--- config.mk ---
export PLATFORM = sky130hd
export DESIGN_NAME = actr_key_expand
export DESIGN_NICKNAME = d
export VERILOG_FILES = /design/src/rtl/core/aes_ctr_stream_cipher_unit_macros.svh /design/src/rtl/core/actr_pkg.sv /design/src/rtl/core/actr_key_expand.sv
export SDC_FILE = /design/constraint.sdc
export NUM_CORES = 2
export LEC_CHECK = 0
export BUFFER_PORTS_ARGS = -buffer_cell sky130_fd_sc_hd__buf_2
export CAP_MARGIN = 5
export CORE_AREA = 5 5 419 421
export DETAILED_ROUTE_END_ITERATION = 16
export DIE_AREA = 0 0 424 426
export GPL_ROUTABILITY_DRIVEN = 1
export HOLD_SLACK_MARGIN = 0.12
export MAX_ROUTING_LAYER = met4
export PLACE_DENSITY = 0.9
export SYNTH_ARGS = -nofsm -noshare
export SYNTH_HDL_FRONTEND = slang
export SYNTH_SLANG_ARGS = --single-unit
export TNS_END_PERCENT = 100
--- constraint.sdc ---
create_clock -name clk -period 12.2 [get_ports clk]
set_input_delay 0.61 -clock clk [delete_from_list [all_inputs] [get_ports clk]]
set_output_delay 0.61 -clock clk [all_outputs]
set_load 0.005 [all_outputs]
--- src/rtl/core/aes_ctr_stream_cipher_unit_macros.svh ---
// Assertion macros shared by the cipher unit
`ifndef AES_CTR_STREAM_CIPHER_UNIT_MACROS_SVH
`define AES_CTR_STREAM_CIPHER_UNIT_MACROS_SVH

// Check that a condition implies a consequence on the same edge
`define ACTR_ASSERT_IMPL(label, clk, rst_n, cond, cons, msg) \
    label: assert property (@(posedge clk) disable iff (!rst_n) (cond) |-> (cons)) \
        else $error(msg);

// Check that a condition implies a consequence on the next edge
`define ACTR_ASSERT_NEXT(label, clk, rst_n, cond, cons, msg) \
    label: assert property (@(posedge clk) disable iff (!rst_n) (cond) |=> (cons)) \
        else $error(msg);

`endif

--- src/rtl/core/actr_pkg.sv ---
// Package: types, constants and AES helper functions for the CTR cipher unit
package actr_pkg;

    localparam int unsigned NumCfgRegs = 7;
    localparam int unsigned RkWords    = 60;
    localparam int unsigned RkAddrW    = 6;

    typedef enum logic [2:0] {
        CFG_KEY0  = 3'd0,
        CFG_KEY1  = 3'd1,
        CFG_KEY2  = 3'd2,
        CFG_KEY3  = 3'd3,
        CFG_KSIZE = 3'd4,
        CFG_IVH   = 3'd5,
        CFG_IVL   = 3'd6
    } cfg_idx_t;

    typedef enum logic [1:0] {
        KS_128 = 2'd0,
        KS_192 = 2'd1,
        KS_256 = 2'd2
    } key_size_t;

    typedef enum logic [2:0] {
        ST_IDLE,
        ST_EXPAND,
        ST_LOAD,
        ST_ROUND,
        ST_DONE,
        ST_OUT
    } state_t;

    // Control from the sequencer to the round datapath
    typedef struct packed {
        logic start;     // load counter XOR round key 0
        logic round_en;  // apply one round
        logic last;      // final round: skip MixColumns
    } round_ctl_t;

    typedef logic [7:0] sbox_arr_t [256];
    localparam sbox_arr_t Sbox = '{
        8'h63,8'h7c,8'h77,8'h7b,8'hf2,8'h6b,8'h6f,8'hc5,8'h30,8'h01,8'h67,8'h2b,8'hfe,8'hd7,
        8'hab,8'h76,8'hca,8'h82,8'hc9,8'h7d,8'hfa,8'h59,8'h47,8'hf0,8'had,8'hd4,8'ha2,8'haf,
        8'h9c,8'ha4,8'h72,8'hc0,8'hb7,8'hfd,8'h93,8'h26,8'h36,8'h3f,8'hf7,8'hcc,8'h34,8'ha5,
        8'he5,8'hf1,8'h71,8'hd8,8'h31,8'h15,8'h04,8'hc7,8'h23,8'hc3,8'h18,8'h96,8'h05,8'h9a,
        8'h07,8'h12,8'h80,8'he2,8'heb,8'h27,8'hb2,8'h75,8'h09,8'h83,8'h2c,8'h1a,8'h1b,8'h6e,
        8'h5a,8'ha0,8'h52,8'h3b,8'hd6,8'hb3,8'h29,8'he3,8'h2f,8'h84,8'h53,8'hd1,8'h00,8'hed,
        8'h20,8'hfc,8'hb1,8'h5b,8'h6a,8'hcb,8'hbe,8'h39,8'h4a,8'h4c,8'h58,8'hcf,8'hd0,8'hef,
        8'haa,8'hfb,8'h43,8'h4d,8'h33,8'h85,8'h45,8'hf9,8'h02,8'h7f,8'h50,8'h3c,8'h9f,8'ha8,
        8'h51,8'ha3,8'h40,8'h8f,8'h92,8'h9d,8'h38,8'hf5,8'hbc,8'hb6,8'hda,8'h21,8'h10,8'hff,
        8'hf3,8'hd2,8'hcd,8'h0c,8'h13,8'hec,8'h5f,8'h97,8'h44,8'h17,8'hc4,8'ha7,8'h7e,8'h3d,
        8'h64,8'h5d,8'h19,8'h73,8'h60,8'h81,8'h4f,8'hdc,8'h22,8'h2a,8'h90,8'h88,8'h46,8'hee,
        8'hb8,8'h14,8'hde,8'h5e,8'h0b,8'hdb,8'he0,8'h32,8'h3a,8'h0a,8'h49,8'h06,8'h24,8'h5c,
        8'hc2,8'hd3,8'hac,8'h62,8'h91,8'h95,8'he4,8'h79,8'he7,8'hc8,8'h37,8'h6d,8'h8d,8'hd5,
        8'h4e,8'ha9,8'h6c,8'h56,8'hf4,8'hea,8'h65,8'h7a,8'hae,8'h08,8'hba,8'h78,8'h25,8'h2e,
        8'h1c,8'ha6,8'hb4,8'hc6,8'he8,8'hdd,8'h74,8'h1f,8'h4b,8'hbd,8'h8b,8'h8a,8'h70,8'h3e,
        8'hb5,8'h66,8'h48,8'h03,8'hf6,8'h0e,8'h61,8'h35,8'h57,8'hb9,8'h86,8'hc1,8'h1d,8'h9e,
        8'he1,8'hf8,8'h98,8'h11,8'h69,8'hd9,8'h8e,8'h94,8'h9b,8'h1e,8'h87,8'he9,8'hce,8'h55,
        8'h28,8'hdf,8'h8c,8'ha1,8'h89,8'h0d,8'hbf,8'he6,8'h42,8'h68,8'h41,8'h99,8'h2d,8'h0f,
        8'hb0,8'h54,8'hbb,8'h16
    };

    function automatic logic [31:0] sub_word(input logic [31:0] w);
        sub_word = {Sbox[w[31:24]], Sbox[w[23:16]], Sbox[w[15:8]], Sbox[w[7:0]]};
    endfunction

    function automatic logic [7:0] xtime(input logic [7:0] b);
        xtime = {b[6:0], 1'b0} ^ (b[7] ? 8'h1b : 8'h00);
    endfunction

    // Key words for a size code; code 3 acts as 256 bits
    function automatic logic [3:0] nk_of(input logic [1:0] mode);
        logic [3:0] n;
        begin
            n = 4'd8;
            if (mode == KS_128) n = 4'd4;
            else if (mode == KS_192) n = 4'd6;
            nk_of = n;
        end
    endfunction

endpackage

--- src/rtl/core/actr_key_expand.sv ---
// Iterative key schedule: one round key word per cycle into a word memory
module actr_key_expand (
    input  logic                         clk,
    input  logic                         rst_n,
    input  logic                         start,
    input  logic [255:0]                 key,
    input  logic [1:0]                   mode,
    output logic                         busy,
    input  logic [actr_pkg::RkAddrW-1:0] rd_addr,
    output logic [31:0]                  rd_data
);

    logic [31:0] rk_mem [actr_pkg::RkWords];
    logic [actr_pkg::RkAddrW-1:0] idx_reg, idx_next;
    logic [actr_pkg::RkAddrW-1:0] total_reg;
    logic [3:0]  nk_reg;
    logic [3:0]  phase_reg;  // idx modulo nk
    logic [7:0]  rcon_reg;
    logic [31:0] win_reg [8]; // last nk words, win_reg[0] oldest
    logic        busy_reg;
    logic [31:0] t_word;
    logic [31:0] new_word;
    logic [31:0] wr_word;
    logic [3:0]  nk_w;
    logic [2:0]  top_w;      // window slot of the newest word
    logic        copy_w;     // still copying the key words themselves

    assign nk_w   = actr_pkg::nk_of(mode);
    assign top_w  = 3'(nk_reg - 4'd1);
    assign copy_w = idx_reg < actr_pkg::RkAddrW'(nk_reg);

    // Form the next schedule word from the window
    always_comb
    begin
        t_word = win_reg[top_w];
        if (phase_reg == 4'd0)
        begin
            t_word = actr_pkg::sub_word({t_word[23:0], t_word[31:24]})
                     ^ {rcon_reg, 24'd0};
        end
        else if (nk_reg == 4'd8 && phase_reg == 4'd4)
        begin
            t_word = actr_pkg::sub_word(t_word);
        end
        new_word = win_reg[0] ^ t_word;
        wr_word  = copy_w ? win_reg[idx_reg[2:0]] : new_word;
        idx_next = idx_reg + 1'b1;
    end

    // Advance the expansion one word a cycle
    always_ff @(posedge clk or negedge rst_n)
    begin
        if (!rst_n)
        begin
            busy_reg <= 1'b0;
        end
        else if (start)
        begin
            busy_reg <= 1'b1;
        end
        else if (busy_reg && idx_next == total_reg)
        begin
            busy_reg <= 1'b0;
        end
    end

    always_ff @(posedge clk)
    begin
        if (start)
        begin
            nk_reg    <= nk_w;
            total_reg <= (actr_pkg::RkAddrW'(nk_w) + actr_pkg::RkAddrW'(7))
                         * actr_pkg::RkAddrW'(4);
            idx_reg   <= '0;
            phase_reg <= 4'd0;
            rcon_reg  <= 8'h01;
            for (int i = 0; i < 8; i++)
            begin
                win_reg[i] <= (i < int'(nk_w)) ? key[255-32*i -: 32] : 32'd0;
            end
        end
        else if (busy_reg)
        begin
            idx_reg <= idx_next;
            // Key words are copied first; the window moves only for derived words
            if (!copy_w)
            begin
                for (int i = 0; i < 7; i++)
                begin
                    if (4'(i + 1) < nk_reg) win_reg[i] <= win_reg[i+1];
                end
                win_reg[top_w] <= new_word;
                if (phase_reg == nk_reg - 4'd1)
                begin
                    phase_reg <= 4'd0;
                end
                else
                begin
                    phase_reg <= phase_reg + 4'd1;
                end
                if (phase_reg == 4'd0) rcon_reg <= actr_pkg::xtime(rcon_reg);
            end
        end
    end

    // Write one schedule word per cycle while busy
    always_ff @(posedge clk)
    begin
        if (busy_reg)
        begin
            rk_mem[idx_reg] <= wr_word;
        end
        rd_data <= rk_mem[rd_addr];
    end

    assign busy = busy_reg | start;

endmodule

==> reports/results.ini, run 1 <==
[outcome]
status=aborted with a tool error
failing_step=global routing (5_1_grt)
error=[ERROR GRT-0232] Routing congestion too high. Check the congestion heatmap in the GUI.

[logic_synthesis]
synth_cells=6944
ys.warnings.count=0
yosys.area.top_type=edfxtp_1
synth_adder_area_share_pct=0.749
synth_edf_count=2182
ys_ff_latch=2236
synth.net_count=7275
ys_dominant_reg_cell=edfxtp_1
synth_xor_area_share_pct=0.488
synthesis.area_um2=107000
synthSimpleGateAreaFrac_pct=6.87
postSynthAreaPerCell_um2=15.4
async_reset_ff_share_pct=0.0447
synth_top_area_share_pct=61.3
synth-compound-area-share_pct=9.60
synth_top_family_by_area=multiplexers
yosys-mux-area-fraction_pct=17.2
yosys.cell_count.top_type=edfxtp_1
synth_cell_types=109
yosys-top-cells-count=edfxtp_1, mux4_2, nand2_1
synth_area_leaders=edfxtp_1, mux4_2, mux2i_1
ys_seq_area_share_pct=62.3

[clock_tree]
cts_buffer_depth=3
cts_setup_buffers=0
cts_made_buffers=212
clkSinkCount=2236
cts.repair.resized=0
cts-root-buf=clkbuf_16
htree_levels=4

[floorplanning]
num_io_pins=300
start_util_pct=62.6
rows=152
chipHeight_um=426
fp.dieW_um=424

[placement]
dpl.hpwl_um=286000
io_buffers=299
dpl_cell_area_um2=111000
dp_cells=9076
gp_congestion=1.03

[grt]
grt_usage_pct=69.5
antenna_found_initial=137
grt-ovfl-total=106
grt_max_degree=146

-- cells by family after synthesis --
kind of cell / after synthesis
fa+ha+maj: 64
xor+xnor: 57
compound gates: 1454
buf+inv: 703
mux: 951
flops: 2236
simple gates: 1479
-- what timing repair did --
action,CTS
endpoints found under the setup margin,0
hold buffers,109
hold endpoints to repair,108
-- metal layers --
layer  GRT overflow  track usage (%)
met3              6             53.1
met4             38             62.0
met2             56             83.9
met5              -                -
met1              6             71.2
-- stage by stage --
step	worst slack, ns	util [%]	hold WS [ns]
2_1_floorplan	3.41	-	0.314
3_3_place_gp	4.59	65.0	0.465
3_5_place_dp	4.42	65.0	0.470
4_1_cts	4.25	69.9	0.121
==> run 2, diff against run 1 <==
--- a/config.mk
+++ b/config.mk
@@ -7,13 +7,11 @@
 export LEC_CHECK = 0
 export BUFFER_PORTS_ARGS = -buffer_cell sky130_fd_sc_hd__buf_2
 export CAP_MARGIN = 5
-export CORE_AREA = 5 5 419 421
+export CORE_AREA = 5 5 524 526
 export DETAILED_ROUTE_END_ITERATION = 16
-export DIE_AREA = 0 0 424 426
+export DIE_AREA = 0 0 529 531
 export GPL_ROUTABILITY_DRIVEN = 1
-export HOLD_SLACK_MARGIN = 0.12
-export MAX_ROUTING_LAYER = met4
-export PLACE_DENSITY = 0.9
+export PLACE_DENSITY_LB_ADDON = 0.15
 export SYNTH_ARGS = -nofsm -noshare
 export SYNTH_HDL_FRONTEND = slang
 export SYNTH_SLANG_ARGS = --single-unit
==> run 2 against run 1 <==
  * The flow now finishes, with violations (capacitance limit, slew limit)
  * Synthesized cell count unchanged
  * Synthesized area did not move
==> reports/results.ini, run 2 <==
[logic_synthesis]
async_reset_ff_share_pct=0.0447  ; unchanged
yosys.area.top_type=edfxtp_1  ; unchanged
ys_ff_latch=2236  ; unchanged
yosys.cell_count.top_type=edfxtp_1  ; unchanged
yosys-top-cells-count=edfxtp_1, mux4_2, nand2_1  ; unchanged
synth_cell_types=109  ; unchanged
ys_seq_area_share_pct=62.3  ; unchanged
synth_edf_count=2182  ; unchanged
synth_area_leaders=edfxtp_1, mux4_2, mux2i_1  ; unchanged
ys_dominant_reg_cell=edfxtp_1  ; unchanged
synth.net_count=7275  ; unchanged
ys.warnings.count=0  ; unchanged
synth_top_area_share_pct=61.3  ; unchanged
synthesis.area_um2=107000  ; unchanged
synth_cells=6944  ; unchanged
postSynthAreaPerCell_um2=15.4  ; unchanged

[outcome]
status=finished, violations left  ; was aborted with a tool error
violations=capacitance limit, slew limit

[worst_setup_path]
reg2reg_to=rk_mem[48][17]$_DFFE_PP_
critPathKind=reg2reg
crit_top_cell=buf_4
ff2ff_setup_slack_ns=4.52
timing.rr.start=nk_reg[1]$_DFFE_PP_
worstPathRequired_ns=12.67
crit_fanout=60
startpoint_type=flip-flop
cpLargestDelayFamily=buffers and inverters
endpoint_kind=flip-flop
crit_buf_inv=7
slowest_delay_ns=1.20
crit_path_cell_trace=buf_4 > buf_4 > mux4_2 > buf_4 > inv_1 > ha_1 > buf_4 > clkinv_1 > mux2i_1 > mux4_2 > o32ai_1 > o311ai_0 > o21ai_0 > o221ai_1 > xor2_1 > a21oi_4 > buf_4
critPathArrivalTime_ns=8.15
crit_slowest_cell=o311ai_0
rr_worst_depth=17

[final_layout]
syn_to_final_growth_pct=12.9
largest_reg_flops=1920
layout_common_cells=edfxtp_1, mux4_2, nand2_1
drive_above_1_share_pct=25.3
final_common_cell=edfxtp_1
nets=7423

[routing]
via_per_inst=6.48
vias=70529
remaining_drc_errors=0
drt-initial-drc-count=8914
wire_per_inst_um=36.5
antenna_left=0
firstDrtPassIters=6
routed_wl_um=398000

[hold_path]
holdPathEnd=win_reg[6][15]$_DFFE_PP_
worstHoldPathCells=3
hp-start=key[47]
hold_path.class=in2reg

[sta]
setup_viol=0
rsz0062_at_grt=no
clock-skew-final_ns=0.151
tns_ns=0
max_slew_margin_pct=-0.318
layout_min_cycle_time_ns=7.68
post-route-period-util_pct=63.0
worstMarginPinSlew_ns=1.49
max_freq_ghz=0.130
finalHoldViolCount=0
slew_viol_final=1

[clock_tree]
cts_tree=done
hold_buffers=1  ; was 109
cts_setup_buffers=0  ; unchanged
cts.repair.resized=0  ; unchanged
clkTransAtPathRegs_ns=0.06
cts_buffer_depth=4  ; was 3
cts-root-buf=clkbuf_16  ; unchanged
htree_levels=4  ; unchanged
cts_made_buffers=241  ; was 212
worstSkewPairLatency_ns=0.92
clkSinkCount=2236  ; unchanged

[power_and_ir_drop]
total_leakage_power_nw=39.0
power_density_nw_per_um2=187
total_power_w=0.0225
peakVddDrop_uv=126

[placement]
gp_congestion=0.935  ; was 1.03
dpl.hpwl_um=246000  ; was 286000 um
io_buffers=299  ; unchanged

[grt]
grt-ovfl-total=0
grt_usage_pct=27.8
grt_pass1_wl_um=557000
grt_max_degree=129
antenna_found_initial=29
grt_pass1_vias=69503

[flow_run]
max_cap_violations=1

[floorplanning]
rows=191  ; was 152
num_io_pins=300  ; unchanged
fp.dieW_um=529  ; was 424 um
chipHeight_um=531  ; was 426 um
start_util_pct=39.7  ; was 62.6%
core_area_um2=270000
dieArea_um2=281000

run 2: cell counts after synthesis:
No cell type changed its count.
run 2: worst max-delay path by stage:
stage | startpoint | end | slack [ns] | depth (start not counted)
after floorplan | nk_reg[1]$_DFFE_PP_ | rk_mem[0][14]$_DFFE_PP_ | 3.41 | 17
after global placement | nk_reg[2]$_DFFE_PP_ | rk_mem[4][15]$_DFFE_PP_ | 4.53 | 16
after detailed placement | nk_reg[1]$_DFFE_PP_ | rk_mem[13][19]$_DFFE_PP_ | 4.75 | 16
after CTS | nk_reg[2]$_DFFE_PP_ | rk_mem[49][13]$_DFFE_PP_ | 4.78 | 18
after global routing | nk_reg[2]$_DFFE_PP_ | rk_mem[37][13]$_DFFE_PP_ | 4.33 | 18
final | nk_reg[1]$_DFFE_PP_ | rk_mem[48][17]$_DFFE_PP_ | 4.52 | 17
run 2: final cells by class:
| class | instances | area (um^2) |
|---|---|---|
| fill | 23920 | 149000 |
| sequential | 2236 | 66600 |
| multi-input combinational | 4005 | 38300 |
| clock buffer | 319 | 6550 |
| tap | 3570 | 4470 |
| timing repair buffer | 515 | 3230 |
| clock inverter | 120 | 1210 |
| inverter | 93 | 353 |
| antenna | 25 | 62.6 |
run 2: power breakdown:
| group | total [W] | switching, W | internal (W) | leakage [nW] |
|---|---|---|---|---|
| sequential | 0.00950 | 0.000158 | 0.00934 | 20.4 |
| combinational | 0.00586 | 0.00420 | 0.00166 | 14.8 |
| clock | 0.00718 | 0.00299 | 0.00419 | 3.76 |
| total | 0.0225 | 0.00735 | 0.0152 | 39.0 |
run 2: cells by family (layout without fill, tap and decap cells):
family | after synthesis | in the layout | synth area share [%]
fa+ha+maj | 64 | 64 | 0.749
xor+xnor | 57 | 57 | 0.488
mux | 951 | 951 | 17.2
compound gates | 1454 | 1454 | 9.60
other cells | 0 | 25 | 0
flops | 2236 | 2236 | 62.3
buf+inv | 703 | 1047 | 2.80
simple gates | 1479 | 1479 | 6.87
run 2: stage by stage:
| step | utilization (%) | area [um^2] | worst slack (ns) | cells | hold slack [ns] |
|---|---|---|---|---|---|
| floorplan | - | 107000 | 3.41 | 6944 | 0.314 |
| global placement | 41.9 | 113000 | 4.53 | 10417 | 0.474 |
| detailed placement | 41.9 | 113000 | 4.75 | 10418 | 0.472 |
| CTS | 44.8 | 121000 | 4.78 | 10858 | 0.00425 |
| global route | 44.8 | 121000 | 4.33 | 10875 | 0.0273 |
| finish | 44.8 | 121000 | 4.52 | 10883 | 0.0507 |
run 2: worst min-delay path, delay by kind of cell:
| family | cells | cell delay [ns] |
|---|---|---|
| AO/OA/AOI/OAI | 1 | 0.06 |
| buffers and inverters | 1 | 0.08 |
| AND/OR/NAND/NOR | 1 | 0.04 |
run 2: per-layer routing:
metal	wire [um]	track usage, %
met2	181000	43.0
met5	26	0
met3	32200	4.57
met1	163000	38.6
met4	21400	12.8
(Power assumes the default switching activity.)
